<file path="config.mk">
export PLATFORM = sky130hd
export DESIGN_NAME = modular_exponentiation_engine
export DESIGN_NICKNAME = d
export VERILOG_FILES = /design/src/rtl/mee_pkg.sv /design/src/rtl/mee_mulmod.sv /design/src/rtl/modular_exponentiation_engine.sv
export SDC_FILE = /design/constraint.sdc
export NUM_CORES = 1
export LEC_CHECK = 0
export BUFFER_PORTS_ARGS = -buffer_cell sky130_fd_sc_hd__buf_2
export CORE_ASPECT_RATIO = 0.75
export CORE_UTILIZATION = 25
export CTS_BUF_LIST = sky130_fd_sc_hd__clkbuf_4
export DETAILED_ROUTE_END_ITERATION = 16
export PLACE_DENSITY_LB_ADDON = 0.12
export SLEW_MARGIN = 40
export SYNTH_ARGS = -nofsm -noshare
export SYNTH_HDL_FRONTEND = slang
export SYNTH_SLANG_ARGS = --single-unit
</file>
<file path="constraint.sdc">
create_clock -name clk -period 9.4 [get_ports clk]
set_clock_uncertainty 0.15 [all_clocks]
set_input_delay 0.47 -clock clk [delete_from_list [all_inputs] [get_ports clk]]
set_output_delay 0.47 -clock clk [all_outputs]
set_load 0.05 [all_outputs]
</file>
<file path="src/rtl/mee_pkg.sv">
// Shared types and constants for the modular exponentiation engine.
package mee_pkg;

	localparam int OPERAND_BITS_DEF = 31;
	localparam int CFG_INDEX_BITS = 2;

	localparam logic [CFG_INDEX_BITS-1:0] REG_MODULUS = 2'd0;
	localparam logic [CFG_INDEX_BITS-1:0] REG_PUBLIC_EXP = 2'd1;
	localparam logic [CFG_INDEX_BITS-1:0] REG_PRIVATE_EXP = 2'd2;

	localparam logic KIND_ENCRYPT = 1'b0;

	typedef enum logic [2:0] {
		ST_IDLE,
		ST_PREP,
		ST_PREP_W,
		ST_MUL,
		ST_MUL_W,
		ST_SQR,
		ST_SQR_W,
		ST_FINISH
	} mee_state_t;

endpackage

</file>
<file path="src/rtl/mee_mulmod.sv">
// Bit-serial modular multiplier: one multiplier bit per cycle, most significant first.
module mee_mulmod
	import mee_pkg::*;
#(
	parameter int OPERAND_BITS = OPERAND_BITS_DEF
) (
	input  logic                    clk,
	input  logic                    arst_n,
	input  logic                    start,
	input  logic [OPERAND_BITS-1:0] a,
	input  logic [OPERAND_BITS-1:0] b,
	input  logic [OPERAND_BITS-1:0] n,
	output logic                    done,
	output logic [OPERAND_BITS-1:0] product
);

	localparam int W = OPERAND_BITS;
	localparam int CW = $clog2(W + 1);

	logic [W-1:0]  a_q;
	logic [W-1:0]  b_q;
	logic [W-1:0]  n_q;
	logic [W-1:0]  r_q;
	logic [CW-1:0] cnt_q;
	logic          busy_q;
	logic          done_q;

	logic [W:0]   dbl;
	logic [W:0]   red1;
	logic [W:0]   sum;
	logic [W:0]   red2;
	logic [W-1:0] addend;

	always_comb begin
		dbl = {r_q, 1'b0};
		red1 = (dbl >= {1'b0, n_q}) ? (dbl - {1'b0, n_q}) : dbl;
		addend = a_q[W-1] ? b_q : '0;
		sum = {1'b0, red1[W-1:0]} + {1'b0, addend};
		red2 = (sum >= {1'b0, n_q}) ? (sum - {1'b0, n_q}) : sum;
	end

	always_ff @(posedge clk or negedge arst_n) begin
		if (!arst_n) begin
			busy_q <= 1'b0;
			done_q <= 1'b0;
			cnt_q <= '0;
		end else begin
			done_q <= 1'b0;
			if (start && !busy_q) begin
				busy_q <= 1'b1;
				cnt_q <= CW'(W);
			end else if (busy_q) begin
				cnt_q <= cnt_q - CW'(1);
				if (cnt_q == CW'(1)) begin
					busy_q <= 1'b0;
					done_q <= 1'b1;
				end
			end
		end
	end

	always_ff @(posedge clk) begin
		if (start && !busy_q) begin
			a_q <= a;
			b_q <= b;
			n_q <= n;
			r_q <= '0;
		end else if (busy_q) begin
			a_q <= {a_q[W-2:0], 1'b0};
			r_q <= red2[W-1:0];
		end
	end

	assign done = done_q;
	assign product = r_q;

endmodule

</file>
<file path="src/rtl/modular_exponentiation_engine.sv">
// Top level of the modular exponentiation engine with its sequencer and registers.
// Each accepted word is raised to the public exponent (kind encrypt) or the private
// exponent (kind decrypt) modulo the configured modulus, by right-to-left square and
// multiply. All arithmetic goes through one bit-serial modular multiplier. An item
// takes one reduction of the operand, then per exponent bit up to its highest set
// bit a square and, where the bit is set, a multiply; when the modulus is zero it
// skips all of these and goes straight to the result. The input stalls while an
// item is in work; the result waits in an output register, so a new word is taken
// as soon as the previous one has moved into it. The configuration port is always
// ready and should only be written while the engine is idle.
module modular_exponentiation_engine
	import mee_pkg::*;
#(
	parameter int OPERAND_BITS = OPERAND_BITS_DEF
) (
	input  logic                      clk,
	input  logic                      arst_n,
	input  logic                      in_valid,
	output logic                      in_stall,
	input  logic                      kind,
	input  logic [OPERAND_BITS-1:0]   operand_value,
	output logic                      out_valid,
	input  logic                      out_stall,
	output logic [OPERAND_BITS-1:0]   result_value,
	input  logic                      cfg_valid,
	output logic                      cfg_ready,
	input  logic [CFG_INDEX_BITS-1:0] cfg_index,
	input  logic [OPERAND_BITS-1:0]   cfg_data
);

	localparam int W = OPERAND_BITS;

	mee_state_t state_q;
	mee_state_t state_d;

	logic [W-1:0] modulus_q;
	logic [W-1:0] pub_exp_q;
	logic [W-1:0] priv_exp_q;
	logic [W-1:0] n_q;
	logic [W-1:0] op_q;
	logic [W-1:0] exp_q;
	logic [W-1:0] acc_q;
	logic [W-1:0] sq_q;
	logic [W-1:0] result_q;
	logic         out_valid_q;

	logic         mm_start;
	logic [W-1:0] mm_a;
	logic [W-1:0] mm_b;
	logic         mm_done;
	logic [W-1:0] mm_product;
	logic         out_load;

	mee_mulmod #(
		.OPERAND_BITS(OPERAND_BITS)
	) u_mulmod (
		.clk(clk),
		.arst_n(arst_n),
		.start(mm_start),
		.a(mm_a),
		.b(mm_b),
		.n(n_q),
		.done(mm_done),
		.product(mm_product)
	);

	always_ff @(posedge clk or negedge arst_n) begin
		if (!arst_n) begin
			modulus_q <= W'(1);
			pub_exp_q <= W'(1);
			priv_exp_q <= W'(1);
		end else if (cfg_valid) begin
			unique case (cfg_index)
				REG_MODULUS: modulus_q <= cfg_data;
				REG_PUBLIC_EXP: pub_exp_q <= cfg_data;
				REG_PRIVATE_EXP: priv_exp_q <= cfg_data;
				default: ;
			endcase
		end
	end

	always_ff @(posedge clk or negedge arst_n) begin
		if (!arst_n) begin
			state_q <= ST_IDLE;
			out_valid_q <= 1'b0;
		end else begin
			state_q <= state_d;
			if (out_load) begin
				out_valid_q <= 1'b1;
			end else if (!out_stall) begin
				out_valid_q <= 1'b0;
			end
		end
	end

	always_comb begin
		state_d = state_q;
		mm_start = 1'b0;
		mm_a = sq_q;
		mm_b = sq_q;
		out_load = 1'b0;
		unique case (state_q)
			ST_IDLE: begin
				if (in_valid) begin
					state_d = (modulus_q == '0) ? ST_FINISH : ST_PREP;
				end
			end
			ST_PREP: begin
				mm_start = 1'b1;
				mm_a = op_q;
				mm_b = acc_q;
				state_d = ST_PREP_W;
			end
			ST_PREP_W: begin
				if (mm_done) begin
					state_d = ST_MUL;
				end
			end
			ST_MUL: begin
				if (exp_q == '0) begin
					state_d = ST_FINISH;
				end else if (exp_q[0]) begin
					mm_start = 1'b1;
					mm_a = acc_q;
					mm_b = sq_q;
					state_d = ST_MUL_W;
				end else begin
					state_d = ST_SQR;
				end
			end
			ST_MUL_W: begin
				if (mm_done) begin
					state_d = ST_SQR;
				end
			end
			ST_SQR: begin
				mm_start = 1'b1;
				state_d = ST_SQR_W;
			end
			ST_SQR_W: begin
				if (mm_done) begin
					state_d = ST_MUL;
				end
			end
			ST_FINISH: begin
				if (!out_valid_q || !out_stall) begin
					out_load = 1'b1;
					state_d = ST_IDLE;
				end
			end
			default: state_d = ST_IDLE;
		endcase
	end

	always_ff @(posedge clk) begin
		unique case (state_q)
			ST_IDLE: begin
				if (in_valid) begin
					n_q <= modulus_q;
					op_q <= operand_value;
					exp_q <= (kind == KIND_ENCRYPT) ? pub_exp_q : priv_exp_q;
					acc_q <= (modulus_q == '0 || modulus_q == W'(1)) ? '0 : W'(1);
				end
			end
			ST_PREP_W: begin
				if (mm_done) begin
					sq_q <= mm_product;
				end
			end
			ST_MUL_W: begin
				if (mm_done) begin
					acc_q <= mm_product;
				end
			end
			ST_SQR_W: begin
				if (mm_done) begin
					sq_q <= mm_product;
					exp_q <= exp_q >> 1;
				end
			end
			default: ;
		endcase
		if (out_load) begin
			result_q <= acc_q;
		end
	end

	assign in_stall = (state_q != ST_IDLE);
	assign out_valid = out_valid_q;
	assign result_value = result_q;
	assign cfg_ready = 1'b1;

endmodule

</file>
==> results_tabular.tex, run 1 <==
\begin{tabular}{lr}
\hline
Metric & Value \\
\hline
\multicolumn{2}{l}{\textbf{Synthesis}} \\
Post-synthesis share of cell area spent on and, or, nand and nor gates & 11.3\% \\
Sequential area share after synthesis & 53.9\% \\
Synth top area share & 38.9\% \\
Fraction of the mapped netlist area in compound gates & 13.5\% \\
Distinct cell type count of the synthesized netlist & 96 \\
Warnings, synthesis & 0 \\
Area share of xor/xnor cells in the synthesized design & 3.26\% \\
Multiplexer area fraction after synthesis & 9.25\% \\
Fraction of synthesis flops using an asynchronous set or reset pin & 25.1\% \\
Post-Syn Instances & 1850 \\
Top cells by area in the synthesized netlist & sky130\_fd\_sc\_hd\_\_edfxtp\_1 (39\%), sky130\_fd\_sc\_hd\_\_dfrtp\_1 (12\%), sky130\_fd\_sc\_hd\_\_mux2\_2 (7.0\%), sky130\_fd\_sc\_hd\_\_ha\_1 (5.5\%), sky130\_fd\_sc\_hd\_\_a21oi\_1 (3.5\%) \\
Most numerous cell types in the synthesized netlist & sky130\_fd\_sc\_hd\_\_edfxtp\_1 (279), sky130\_fd\_sc\_hd\_\_a21oi\_1 (151), sky130\_fd\_sc\_hd\_\_mux2\_2 (134) \\
Nets in the synthesized netlist & 2018 \\
Cell taking the most area after synthesis & sky130\_fd\_sc\_hd\_\_edfxtp\_1 \\
Library cell with the highest instance count after synthesis & sky130\_fd\_sc\_hd\_\_edfxtp\_1 \\
Yosys reg bits & 414 \\
Adder and majority gate portion of the synthesized area & 5.80\% \\
Most common flop cell mapped by yosys & sky130\_fd\_sc\_hd\_\_edfxtp\_1 \\
Main combinational cell family by area after synthesis & compound AO/OA/AOI/OAI gates \\
Avg Synthesized Cell Area & 11.6 µm² \\
Number of enable-type register cells in the synthesized netlist & 279 \\
Combined area of all synthesized cells & 0.0215 mm² \\
\multicolumn{2}{l}{\textbf{Placed design}} \\
Buffers on Ports & 102 \\
Number of instances in the placed design & 3028 \\
Post-DP HPWL & 48.9 mm \\
Final weighted congestion in routability-driven placement & 0.879 \\
\multicolumn{2}{l}{\textbf{STA}} \\
Clock period minus final worst setup slack & 8.68 ns \\
Worst-case hold slack & 0.105 ns \\
Worst slew pin tran & 0.846 ns \\
Final worst path period share & 92.4\% \\
Slew Viols, Final & 0 \\
Unrepaired setup endpoints after global routing & false \\
Final count of hold timing violations & 0 \\
Setup TNS & 0 ns \\
Max Clk Rate & 115 MHz \\
Final setup fails & 0 \\
Worst-case headroom to the max-slew limit & 43.6\% \\
\multicolumn{2}{l}{\textbf{Clock network}} \\
Longest Clk Path Bufs & 3 \\
CTS tree & yes \\
Num Clock Sinks & 414 \\
Master cell of the clock root buffer & sky130\_fd\_sc\_hd\_\_clkbuf\_4 \\
CTS Buf Count & 114 \\
Postcts setup bufs & 0 \\
Later-pin clock latency in the skew report & 0.97 ns \\
Gates resized, CTS repair & 0 \\
H-tree Lvls & 3 \\
Clock-pin slew on the worst setup and hold paths & 0.07 ns \\
\multicolumn{2}{l}{\textbf{Critical path}} \\
Crit-path max cell delay & 0.62 ns \\
Type of element launching the critical path & flip-flop \\
Required time of the critical path & 10.04 ns \\
Most common cell type on the critical path & sky130\_fd\_sc\_hd\_\_ha\_1 \\
Kind of end point of the critical path & flip-flop \\
Peak fanout along the critical path & 28 \\
Critical-path top delay cell & sky130\_fd\_sc\_hd\_\_o41ai\_2 \\
CP Data Arrival Time & 9.33 ns \\
Type of the worst setup path & flip-flop to flip-flop \\
\multicolumn{2}{l}{\textbf{Floorplanning}} \\
Area enclosed by the die boundary & 0.0873 mm² \\
Area of the core & 0.0846 mm² \\
Die Ht & 256 µm \\
Cell Rows & 92 \\
Top-level I/O count & 104 \\
Initial core utilization & 25.4\% \\
Width of the chip & 341 µm \\
\multicolumn{2}{l}{\textbf{Run status}} \\
Result of the run & finished clean \\
\multicolumn{2}{l}{\textbf{GRT}} \\
Met2 global-route usage & 20.5\% \\
Initial antenna violation count & 5 \\
Met1 Resource Use GR & 24.6\% \\
First-pass GRT wire length & 102 mm \\
Most Crowded Layer GR & met1 \\
Overall fraction of global-route tracks in use & 15.5\% \\
Maximum number of pins on one net before global-route repair & 67 \\
Met3 global-route usage & 3.26\% \\
Via count of the first global-routing pass & 16010 \\
GR Overflow Total & 0 \\
\multicolumn{2}{l}{\textbf{Job}} \\
Max capacitance violation total & 0 \\
\multicolumn{2}{l}{\textbf{Drt}} \\
WL per Instance & 20.4 µm \\
Vias per cell & 4.81 \\
Aggregate routed wire length & 67.7 mm \\
Initial DRC count & 1421 \\
Number of remaining DRC errors & 0 \\
Antenna Violating Nets Remaining & 0 \\
Number of iterations in the first detailed-routing pass & 7 \\
Total via count in the routed design & 15934 \\
\multicolumn{2}{l}{\textbf{Finish}} \\
Nets@finish & 2261 \\
Final-layout fill cell count & 8733 \\
Relative area change from synthesis to final layout & 19.3\% \\
Share of cells above drive strength 1 & 22.7\% \\
Total area of multi-input combinational cells & 0.00938 mm² \\
Area occupied by registers & 0.0116 mm² \\
Post-route insts no fill & 3316 \\
\multicolumn{2}{l}{\textbf{Min path}} \\
Hold Path Class & input port to flip-flop \\
\hline
\end{tabular}
## metrics by stage
stage               instance area (µm²)  utilization, %  worst slack [ns]
detailed placement                23400            27.6             0.808
global placement                  23300            27.6             0.770
floorplan                         21500               -              2.78
global route                      25700            30.3             0.137
finish                            25700            30.3             0.717
CTS                               25700            30.3             0.808
## worst max-delay path: cells and delay by family, from the launching register on
| family | cells | cell delay [ns] |
|---|---|---|
| simple gates | 7 | 2.17 |
| buf+inv | 1 | 0.06 |
| xor+xnor | 1 | 0.47 |
| flops | 1 | 0.58 |
| compound gates | 12 | 3.37 |
| mux | 1 | 0.43 |
| fa+ha+maj | 4 | 1.28 |
## metal layers
| layer | wire, µm | up-vias | share of wire [%] |
|---|---|---|---|
| met4 | 1220 | 0 | 1.8 |
| met1 | 36800 | 7805 | 54 |
| met5 | 0 | - | 0 |
| met3 | 3670 | 102 | 5.4 |
| met2 | 26100 | 476 | 38 |
| li1 | - | 7551 | - |
## path summary, 6_finish.rpt
path | end | startpoint | slack (ns) | cells past startpoint
setup / recovery | u_mulmod.product[23] | u_mulmod.product[16] | 0.72 | 26
hold / removal | op_q[26] | operand_value[26] | 0.11 | 2
setup reg to reg | u_mulmod.product[23] | u_mulmod.product[16] | 0.72 | 26
hold reg to reg | u_mulmod.n_q[10] | n_q[10] | 0.25 | 0
max in group asynchronous | modulus_q[3] | arst_n | 7.97 | 4
min in group asynchronous | modulus_q[19] | arst_n | 0.46 | 4
## layout make-up
| type | count | share of cell area [%] |
|---|---|---|
| Antenna cell | 3 | 0.0292 |
| Clock buffer | 173 | 5.06 |
| Clock inverter | 35 | 0.751 |
| Inverter | 68 | 0.994 |
| Multi-Input combinational cell | 1289 | 36.5 |
| Sequential cell | 414 | 45.2 |
| Tap cell | 1128 | 5.50 |
| Timing Repair Buffer | 206 | 5.92 |
## cell usage in the layout, fill, tap and decap left out, types with 26 or more instances in the layout
cell                            count
sky130_fd_sc_hd__a222oi_1          31
sky130_fd_sc_hd__a21oi_1          148
sky130_fd_sc_hd__mux2i_1           48
sky130_fd_sc_hd__buf_4             26
sky130_fd_sc_hd__nor2_1           112
sky130_fd_sc_hd__clkbuf_4         173
sky130_fd_sc_hd__nand2_1          109
sky130_fd_sc_hd__dfrtp_1          101
sky130_fd_sc_hd__dfxtp_1           31
sky130_fd_sc_hd__and2_1            40
sky130_fd_sc_hd__xnor2_1           59
sky130_fd_sc_hd__mux2_2           134
sky130_fd_sc_hd__o21ai_0           94
sky130_fd_sc_hd__edfxtp_1         279
sky130_fd_sc_hd__buf_2            100
sky130_fd_sc_hd__inv_1             68
sky130_fd_sc_hd__a21o_1            27
sky130_fd_sc_hd__nand3_1           35
sky130_fd_sc_hd__and3_1            43
sky130_fd_sc_hd__nor3_1            29
sky130_fd_sc_hd__dlygate4sd3_1     76
sky130_fd_sc_hd__ha_1              95
## cells by family after synthesis
logic type,after synthesis
xor+xnor,80
fa+ha+maj,98
buf+inv,147
mux,182
flops,414
compound gates,450
simple gates,478
other cells,1
## what timing repair did
item,in CTS,in global routing
hold buffers,77,0
endpoints found under the setup margin,0,0
endpoints found under the hold margin,274,0
Power of run 1 is not shown: default switching activity piles up to over one toggle a cycle in this logic, so the estimate is an artifact.
==> run 2, diff against run 1 <==
Settings changed: ABC_AREA from default to 1, SKIP_LAST_GASP from default to 1, SLEW_MARGIN 40 to default.
==> run 2 against run 1 <==
Net effect: maximum frequency up 13%; worst hold slack better by 0.075 ns; count of clock-buffer cells in the layout fell by 2; synthesized cell count increased by 49%; non-clock buffer count up 31.
==> results_tabular.tex, run 2 <==
\begin{tabular}{lr}
\hline
Metric & Value \\
\hline
\multicolumn{2}{l}{\textbf{Synthesis}} \\
Sequential area share after synthesis & 50.0\% \\
Number of enable-type register cells in the synthesized netlist & 279 \\
Combined area of all synthesized cells & 0.0232 mm² \\
Cell taking the most area after synthesis & sky130\_fd\_sc\_hd\_\_edfxtp\_1 \\
Distinct cell type count of the synthesized netlist & 58 \\
Most common flop cell mapped by yosys & sky130\_fd\_sc\_hd\_\_edfxtp\_1 \\
Post-Syn Instances & 2763 \\
Yosys reg bits & 414 \\
Warnings, synthesis & 0 \\
Nets in the synthesized netlist & 2931 \\
Synth top area share & 36.1\% \\
Top cells by area in the synthesized netlist & sky130\_fd\_sc\_hd\_\_edfxtp\_1 (36\%), sky130\_fd\_sc\_hd\_\_nand2\_1 (12\%), sky130\_fd\_sc\_hd\_\_dfrtp\_1 (11\%), sky130\_fd\_sc\_hd\_\_inv\_1 (6.1\%), sky130\_fd\_sc\_hd\_\_ha\_1 (5.1\%) \\
Library cell with the highest instance count after synthesis & sky130\_fd\_sc\_hd\_\_nand2\_1 \\
Avg Synthesized Cell Area & 8.39 µm² \\
Most numerous cell types in the synthesized netlist & sky130\_fd\_sc\_hd\_\_nand2\_1 (769), sky130\_fd\_sc\_hd\_\_inv\_1 (377), sky130\_fd\_sc\_hd\_\_edfxtp\_1 (279) \\
Fraction of synthesis flops using an asynchronous set or reset pin & 25.1\% \\
\multicolumn{2}{l}{\textbf{Clock network}} \\
CTS Buf Count & 112 \\
Num Clock Sinks & 414 \\
CTS tree & yes \\
Clock-pin slew on the worst setup and hold paths & 0.07 ns \\
Master cell of the clock root buffer & sky130\_fd\_sc\_hd\_\_clkbuf\_4 \\
Later-pin clock latency in the skew report & 1.03 ns \\
H-tree Lvls & 3 \\
Postcts setup bufs & 0 \\
Longest Clk Path Bufs & 3 \\
\multicolumn{2}{l}{\textbf{Min path}} \\
Endpoint of the worst hold-timing path & priv\_exp\_q[9] \\
Worst hold path stage count & 4 \\
Hold wc startpoint & cfg\_data[9] \\
Hold Path Class & input port to flip-flop \\
\multicolumn{2}{l}{\textbf{Critical path}} \\
Launch point of the critical path & u\_mulmod.n\_q[14] \\
Required time of the critical path & 10.14 ns \\
Crit-path max cell delay & 0.47 ns \\
Most common cell type on the critical path & sky130\_fd\_sc\_hd\_\_nand2\_1 \\
Critical-path top delay cell & sky130\_fd\_sc\_hd\_\_nand2\_2 \\
Peak fanout along the critical path & 33 \\
Type of the worst setup path & flip-flop to flip-flop \\
Kind of end point of the critical path & flip-flop \\
Slack of the worst reg-to-reg path & 1.69 ns \\
Type of element launching the critical path & flip-flop \\
Launching point of the worst reg2reg path & u\_mulmod.n\_q[14] \\
Number of cell instances on the worst register-to-register path & 37 \\
CP Data Arrival Time & 8.45 ns \\
Capturing point of the worst reg2reg path & u\_mulmod.product[9] \\
\multicolumn{2}{l}{\textbf{Floorplanning}} \\
Die Ht & 266 µm \\
Width of the chip & 354 µm \\
Initial core utilization & 25.3\% \\
Top-level I/O count & 104 \\
Area of the core & 0.0916 mm² \\
Area enclosed by the die boundary & 0.0940 mm² \\
Cell Rows & 96 \\
\multicolumn{2}{l}{\textbf{STA}} \\
Final setup fails & 0 \\
Setup TNS & 0 ns \\
Max Clk Rate & 130 MHz \\
Clock period minus final worst setup slack & 7.71 ns \\
Worst-case headroom to the max-slew limit & 16.5\% \\
Final worst path period share & 82.0\% \\
Final count of hold timing violations & 0 \\
Slew Viols, Final & 0 \\
Worst-case hold slack & 0.180 ns \\
Unrepaired setup endpoints after global routing & false \\
Worst slew pin tran & 1.25 ns \\
\multicolumn{2}{l}{\textbf{GRT}} \\
First-pass GRT wire length & 122 mm \\
Maximum number of pins on one net before global-route repair & 65 \\
GR Overflow Total & 0 \\
Via count of the first global-routing pass & 19722 \\
Overall fraction of global-route tracks in use & 17.2\% \\
Initial antenna violation count & 2 \\
\multicolumn{2}{l}{\textbf{Drt}} \\
Total via count in the routed design & 19585 \\
Antenna Violating Nets Remaining & 0 \\
Number of iterations in the first detailed-routing pass & 5 \\
Aggregate routed wire length & 80.5 mm \\
Number of remaining DRC errors & 0 \\
WL per Instance & 18.5 µm \\
Initial DRC count & 1248 \\
Vias per cell & 4.50 \\
\multicolumn{2}{l}{\textbf{Placed design}} \\
Buffers on Ports & 102 \\
Final weighted congestion in routability-driven placement & 0.927 \\
Post-DP HPWL & 61.1 mm \\
\multicolumn{2}{l}{\textbf{Finish}} \\
Final-layout fill cell count & 9898 \\
Share of cells above drive strength 1 & 13.1\% \\
Most frequent cells in the layout & sky130\_fd\_sc\_hd\_\_nand2\_1 (768), sky130\_fd\_sc\_hd\_\_inv\_1 (377), sky130\_fd\_sc\_hd\_\_edfxtp\_1 (279), sky130\_fd\_sc\_hd\_\_nor2\_1 (234), sky130\_fd\_sc\_hd\_\_a21oi\_1 (188) \\
Total area of multi-input combinational cells & 0.00975 mm² \\
Area occupied by registers & 0.0116 mm² \\
Relative area change from synthesis to final layout & 19.2\% \\
Commonest non-fill, non-tap cell in the layout & sky130\_fd\_sc\_hd\_\_nand2\_1 \\
Nets@finish & 3199 \\
\multicolumn{2}{l}{\textbf{Run status}} \\
Result of the run & finished clean \\
\multicolumn{2}{l}{\textbf{Job}} \\
Max capacitance violation total & 0 \\
\hline
\end{tabular}
[run 2: cell count changes in the layout (fill, tap and decap cells not counted), moves of 32 or more]
cell                            before  now
sky130_fd_sc_hd__inv_1              68  377
sky130_fd_sc_hd__a21oi_1           148  188
sky130_fd_sc_hd__and2_1             40    1
sky130_fd_sc_hd__dlygate4sd3_1      76  108
sky130_fd_sc_hd__o21ai_0            94  187
sky130_fd_sc_hd__mux2i_1            48    3
sky130_fd_sc_hd__xnor2_1            59   20
sky130_fd_sc_hd__nand3_1            35  103
sky130_fd_sc_hd__nor2_1            112  234
sky130_fd_sc_hd__nand2_1           109  768
sky130_fd_sc_hd__mux2_2            134    1
sky130_fd_sc_hd__and3_1             43    0
[run 2: kinds of logic after synthesis]
| kind of cell | after synthesis | share of synthesized area [%] |
|---|---|---|
| compound gates | 463 | 11.2 |
| xor+xnor | 52 | 1.96 |
| fa+ha+maj | 98 | 5.38 |
| buf+inv | 476 | 8.23 |
| flops | 414 | 50.0 |
| mux | 4 | 0.178 |
| other cells | 1 | 0.0162 |
| simple gates | 1255 | 23.0 |
[run 2: through the flow]
step / area, µm² / utilization (%) / cells / setup WS [ns]
3_5_place_dp: 25100 / 27.4 / 4033 / 1.76
6_report: 27600 / 30.2 / 4356 / 1.69
4_1_cts: 27600 / 30.2 / 4350 / 1.67
2_1_floorplan: 23200 / - / 2763 / 4.40
5_1_grt: 27600 / 30.2 / 4356 / 0.992
3_3_place_gp: 25100 / 27.4 / 4033 / 1.90
[run 2: layer usage]
layer	up-vias	wire (µm)	GRT usage, %
li1	9714	-	-
met2	411	33500	25.2
met5	-	0	0
met3	105	4410	4.34
met4	0	1670	4.80
met1	9355	41000	24.9
[run 2: worst max-delay path by stage]
stage,depth (start not counted),end,slack (ns)
6_report,37,u_mulmod.product[9],1.69
5_1_grt,37,u_mulmod.product[9],0.99
4_1_cts,37,u_mulmod.product[9],1.67
3_5_place_dp,37,u_mulmod.product[6],1.76
3_3_place_gp,37,u_mulmod.product[4],1.90
2_1_floorplan,36,u_mulmod.product[29],4.40
[run 2: timing repair]
item,CTS,global route
hold buffers,109,0
gates resized for setup,0,0
endpoints found under the hold margin,309,0
[run 2: final cells by class]
cell class                      instances  area share (%)
Sequential cell                       414            42.0
Multi-Input combinational cell       1873            35.2
Timing Repair Buffer                  237            6.57
Tap cell                             1225            5.54
Inverter                              393            5.34
Clock buffer                          171            4.64
Clock inverter                         37           0.634
Antenna cell                            6          0.0543
[run 2: critical path: cells and delay by family (launching register included)]
family          cells  cell delay [ns]
simple gates       22             3.15
buf+inv             8             1.53
fa+ha+maj           4             1.37
compound gates      2             0.57
xor+xnor            1             0.45
flops               1             0.34
Power of run 2 is left out for the same reason.
